$ cat config.mk
export PLATFORM = sky130hd
export DESIGN_NAME = gbte_front
export DESIGN_NICKNAME = d
export VERILOG_FILES = /design/src/hw/rtl/gbte_pkg.sv /design/src/hw/rtl/gbte_front.sv
export SDC_FILE = /design/constraint.sdc
export NUM_CORES = 1
export LEC_CHECK = 0
export ABC_CLOCK_PERIOD_IN_PS = 2640
export BUFFER_PORTS_ARGS = -buffer_cell sky130_fd_sc_hd__buf_2
export CAP_MARGIN = 5
export CELL_PAD_IN_SITES_DETAIL_PLACEMENT = 1
export CELL_PAD_IN_SITES_GLOBAL_PLACEMENT = 1
export CORE_UTILIZATION = 40
export CTS_CLUSTER_DIAMETER = 40
export DETAILED_ROUTE_END_ITERATION = 7
export GPL_TIMING_DRIVEN = 0
export PLACE_DENSITY = 0.72
export SYNTH_ARGS = -nofsm -noshare
export SYNTH_HDL_FRONTEND = slang
export SYNTH_SLANG_ARGS = --single-unit
$ cat constraint.sdc
create_clock -name clk -period 2.64 [get_ports clk]
set_input_delay 0 -clock clk [delete_from_list [all_inputs] [get_ports clk]]
set_output_delay 0 -clock clk [all_outputs]
set_load 0.05 [all_outputs]
$ cat src/hw/rtl/gbte_pkg.sv
// shared types and constants for the gap buffer text engine
package gbte_pkg;

  typedef enum logic [2:0] {
    CMD_INSERT    = 3'd0,
    CMD_DEL_BACK  = 3'd1,
    CMD_DEL_FWD   = 3'd2,
    CMD_SET_CUR   = 3'd3,
    CMD_READ      = 3'd4,
    CMD_PREV_BND  = 3'd5,
    CMD_NEXT_BND  = 3'd6,
    CMD_NONE      = 3'd7
  } cmd_t;

  localparam logic [7:0] CONT_MASK = 8'hC0;
  localparam logic [7:0] CONT_TAG  = 8'h80;
  localparam int unsigned MAX_SEQ  = 4;

  typedef struct packed {
    cmd_t        cmd;
    logic [7:0]  data_byte;
    logic [12:0] amount;
    logic [12:0] position;
  } item_t;

  typedef struct packed {
    logic        ok;
    logic [12:0] deleted;
    logic [7:0]  read_byte;
    logic [12:0] boundary;
    logic [12:0] cursor;
    logic [12:0] text_size;
  } result_t;

  function automatic logic is_cont(input logic [7:0] b);
    return (b & CONT_MASK) == CONT_TAG;
  endfunction

endpackage

$ cat src/hw/rtl/gbte_front.sv
// input stage and two-entry queue of command items
module gbte_front (
  input  logic                 clk,
  input  logic                 rst,
  input  logic                 in_valid,
  output logic                 in_ready,
  input  gbte_pkg::item_t      in_item,
  output logic                 q_valid,
  input  logic                 q_ready,
  output gbte_pkg::item_t      q_item
);

  gbte_pkg::item_t slot [2];
  logic            wr_ptr;
  logic            rd_ptr;
  logic [1:0]      fill;
  logic            push;
  logic            pop;

  assign in_ready = (fill != 2'd2);
  assign q_valid  = (fill != 2'd0);
  assign q_item   = slot[rd_ptr];
  assign push     = in_valid && in_ready;
  assign pop      = q_valid && q_ready;

  always_ff @(posedge clk) begin
    if (rst) begin
      wr_ptr <= 1'b0;
      rd_ptr <= 1'b0;
      fill   <= 2'd0;
    end else begin
      if (push) wr_ptr <= ~wr_ptr;
      if (pop)  rd_ptr <= ~rd_ptr;
      fill <= fill + {1'b0, push} - {1'b0, pop};
    end
  end

  always_ff @(posedge clk) begin
    if (push) slot[wr_ptr] <= in_item;
  end

endmodule

## After elaboration in Yosys (flattened, before gate mapping)

Memories as Yosys holds them, arrays and structs flattened. A register that Yosys moved wholly into a read port is not among the register bits.
Index checks and enable logic that the tools add are counted.
Widths: inputs -> output; s select.

| cells by class | value |
|---|---|
| add/sub/neg operators | 2 |
| equality and inequality tests | 1 |
| muxes and demuxes | 4 |
| bitwise logic cells | 2 |
| reductions and logical operators | 3 |

Operators by type and width:

| cell | count |
|---|---|
| $mux 1 | 4 |
| $add 2x1->2 | 1 |
| $logic_and 1x1->1 | 2 |
| $ne 2x2->1 const B | 1 |
| $not 1->1 | 2 |
| $reduce_bool 2->1 | 1 |
| $sub 2x1->2 | 1 |

| word-level totals | value |
|---|---|
| flip-flop bits (word level) | 4 |
| memory bits (writable) | 74 |
| bits of input ports | 41 |
| output and inout bits | 39 |
| logic and storage cells | 16 |
| memories | 1 |

Memory list:

| name | words | width | rd ports | clocked after memory_dff | write ports | line | source |
|---|---|---|---|---|---|---|---|
| slot | 2 | 37 | 1 | 1 | 1 | gbte_front.sv:13 | `gbte_pkg::item_t slot [2];` |

## Longest topological paths before layout

| logic depth | value |
|---|---|
| depth in word-level cells | 4 |
| mapped depth | 8 |
| gate-level depth less buffers | 8 |

## Worst setup path before layout

No wires, ideal clock.

| timing | value |
|---|---|
| kind | register -> register |
| start | register fill[0] |
| end | memory slot[0][0] in the netlist's numbering, enable pin |
| library setup time | 0.431 ns |
| data arrival time | 2.346 ns |
| setup slack | -0.137 ns |
| cell stages (with the launch flop) | 4 |
| path buffers | 0 |
| period minus slack after synthesis | 2.777 ns |
| path through | dfxtp_1 nand2b_2 nand2_2 nor2_1 |

| on the way | value |
|---|---|
| longest elaborated chain between the ends | 4 |

Ends and longest elaborated chain:

| what | line | source |
|---|---|---|
| start, declared | gbte_front.sv:16 | `logic [1:0] fill;` |
| start signal, assigned | gbte_front.sv:34 | `fill <= fill + {1'b0, push} - {1'b0, pop};` |
| $ne 2x2->1 | gbte_front.sv:20 | `assign in_ready = (fill != 2'd2);` |
| via in_ready | gbte_front.sv:6 | `output logic in_ready,` |
| $logic_and 1x1->1 | gbte_front.sv:23 | `assign push = in_valid && in_ready;` |
| $mux 1 | gbte_front.sv:39 | `if (push) slot[wr_ptr] <= in_item;` |
| $mux 1 (implied by the code) | gbte_front.sv:39 |  |
| end, declared | gbte_front.sv:13 |  |

The timed path passes the listed nets, and every way through them passes these cells.

## Worst setup path after layout

| timing | value |
|---|---|
| start | register fill[0] |
| end | memory slot[1][24] in the netlist's numbering, enable pin |

| on the way | value |
|---|---|
| longest elaborated chain between the ends | 4 |

Ends and longest elaborated chain:

| what | line |
|---|---|
| $ne 2x2->1 | gbte_front.sv:20 |
| $logic_and 1x1->1 | gbte_front.sv:23 |
| $mux 1 | gbte_front.sv:39 |
| $mux 1 (implied by the code) | gbte_front.sv:39 |

Every way passes these cells.

==> summary.txt <==
First-pass GRT wire length: 8.48 mm
Post-CTS Resized: 0
VDD IR-drop max: 0.636 mV
Final WS setup: 920 ps
CTS tree: built
Avg Synthesized Cell Area: 22.0 um^2
Int Pwr: 2.89 mW
Area of the die: 8000 um^2
Largest fanout on the critical path: 37
CTS Sinks: 79
Max_slew headroom: 40.0%
Share of cells above drive strength 1: 52.0%
DR vias: 1665
Initial Util: 41.7%
Worst Max-Slew Pin Slew: 901 ps
Syn nets: 182
Final GP Congestion: 0.626
Hold crit path type: in -> reg
Clk pwr share: 25.9%
RSZ-0062 raised after global routing: no
Post-layout nets: 311
GRT Total Usage: 15.4%
CP Cell Sequence: nand2b_2 > and3_2
CP required: 2600 ps
Tcrit/Tclk final: 65.2%
Non-Filler Instances: 372
Critical path's top delay family: simple AND/OR/NAND/NOR gates
Power share of the combinational group: 37.1%
Detailed Route WL: 5.79 mm
Synthesized instance count: 139
CP arrival: 1680 ps
Power per cell area: 1040 nW/um^2
Sw Ratio: 34.6%
Die height: 89.5 um
Fmax: 0.581 GHz
Final Max Tran Viols: 0
Post-layout min period: 1720 ps
Number of global-route vias before repair: 1807
Layout area overhead: 39.1%
Reg clk slew, reported paths: 80 ps
Register share of total power: 37.0%
DRC: 0
Fillers: 689
Crit path capture type: flop
Clk buf depth: 2
DIE WIDTH: 89.5 um
Switch Pwr: 1.53 mW
IO buf count: 79
Yosys cell types: 17
Vias/cell: 4.48
Total power: 4.41 mW
CTS H-tree depth: 3
# IOs: 80
Status: finished, final reports clean
Setup Crit Path Kind: reg -> reg
Pre-CTS WS: 884 ps
Fin Clk Skew: 7.62 ps
Slowest CP cell: and3_2
Setup TNS: 0 ps
Clk Latency, worst-skew pair: 340 ps
Drt first pass iters: 4
Final setup fails: 0
Dpl cells: 318
Lkg Pwr: 1.69 nW
DP Wirelength: 3.72 mm
Synthesis warning total: 0
Final hold viol count: 0
Worst Setup Start Kind: flop
Synth Cell Area: 3060 um^2
Clock root buffer: clkbuf_8
Wirelength per Cell: 15.6 um
Ant. Diodes: 0
Final Util: 58.0%
GR Overflow Total: 0
#FFs+latches synth: 79
Initial antenna violation count: 0
Largest net degree at the start of global routing: 38
Seq/Total Area, Yosys: 75.9%
Num CTS Buffers: 9
First DRT Iteration DRCs: 24
Delay of the slowest cell on the worst path: 800 ps
Post-detailed-route count of antenna-violating nets: 0
WP buf/inv: 0
FP Rows: 31
Maxcap violations: 0
Core area: 7330 um^2
## final timing paths
check                               from          end  slack (ps)  depth (start not counted)
worst max-delay path             fill[0]  slot[1][24]         920                          2
worst min-delay path            in_valid       wr_ptr          60                          3
worst max register to register   fill[0]  slot[1][24]         920                          2
worst min register to register    rd_ptr       rd_ptr         530                          2
## through the flow
| step | cell area [um^2] | hold slack, ps |
|---|---|---|
| floorplan | 3060 | 71.6 |
| CTS | 4260 | 44.0 |
| detailed placement | 3610 | 191 |
| finish | 4260 | 60.1 |
| global placement | 3580 | 188 |
| global route | 4260 | 55.3 |
## power groups by stage
| stage | clock [mW] | sequential (mW) | combinational, mW |
|---|---|---|---|
| after floorplan | 0 | 1.64 | 1.30 |
| after global placement | 0 | 1.66 | 1.57 |
| after detailed placement | 0 | 1.66 | 1.61 |
| after CTS | 1.17 | 1.63 | 1.66 |
| after global routing | 1.21 | 1.65 | 1.73 |
| final | 1.15 | 1.63 | 1.64 |
## kinds of logic (layout without fill, tap and decap cells)
group	Yosys count	after routing	share of synthesized area, %
AO/OA/AOI/OAI	1	1	0.245
XOR/XNOR	3	3	0.859
adder cells (fa/ha/maj)	2	2	0.818
buffers and inverters	5	139	2.45
flip-flops	79	79	75.9
multiplexers	38	38	17.8
AND/OR/NAND/NOR	11	11	1.92
## repair_timing
item	CTS	global route
setup buffers	0	0
hold buffers	38	0
hold endpoints to repair	78	0
## layout make-up
| cell class | count | area, um^2 | share of cell area [%] |
|---|---|---|---|
| clock buffer | 10 | 128 | 3.00 |
| inverter | 1 | 3.75 | 0.0882 |
| timing repair buffer | 118 | 803 | 18.9 |
| buffer | 4 | 71.3 | 1.68 |
| sequential | 79 | 2320 | 54.6 |
| clock inverter | 6 | 133 | 3.12 |
| tap | 99 | 124 | 2.91 |
| multi-input combinational | 55 | 671 | 15.8 |
## sequential cells by signal, summed over array words and instances, names as in the netlist, named ones only
signal / flops
rd_ptr: 1
wr_ptr: 1
slot: 74
fill: 2
## layer usage
layer	track usage [%]	routed length, um
met1	16.6	2370
met2	27.5	3070
met3	3.60	194
met4	9.24	150
met5	0	0
## Yosys cell counts, drive strengths merged
cell type  number  area share, %
edfxtp         74             73
mux2           38             18
dfxtp           5            3.3
nor2            5           0.61
buf             4            2.3
ha              2           0.82
nor2b           2           0.41
xnor2           2           0.57
and3            1           0.20
inv             1           0.12
nand2           1           0.20
nand2b          1           0.29
o21a            1           0.25
or2             1           0.20
xor2            1           0.29
## worst register-to-register path: stages (launching register included)
cell and delay (ps):
dfxtp_1 380, nand2b_2 160, and3_2 800
## cell usage in the layout, fill, tap and decap left out
cell type | netlist | final
o21a_1 | 1 | 1
buf_6 | 1 | 1
clkbuf_1 | 0 | 1
mux2_2 | 7 | 7
bufinv_16 | 0 | 4
dfxtp_1 | 5 | 5
clkbuf_8 | 0 | 9
nor2_1 | 5 | 4
xor2_1 | 1 | 1
nand2_2 | 1 | 1
buf_2 | 0 | 79
clkinvlp_4 | 0 | 1
and3_2 | 0 | 1
buf_12 | 3 | 3
ha_1 | 2 | 2
clkinv_2 | 0 | 1
edfxtp_1 | 74 | 74
or2_2 | 1 | 1
xnor2_1 | 2 | 2
nor2b_1 | 2 | 2
nor2_4 | 0 | 1
buf_16 | 0 | 1
inv_1 | 1 | 1
dlygate4sd3_1 | 0 | 38
mux2_4 | 31 | 31
nand2b_2 | 1 | 1
Note: power is estimated with default switching activity, not from simulation.
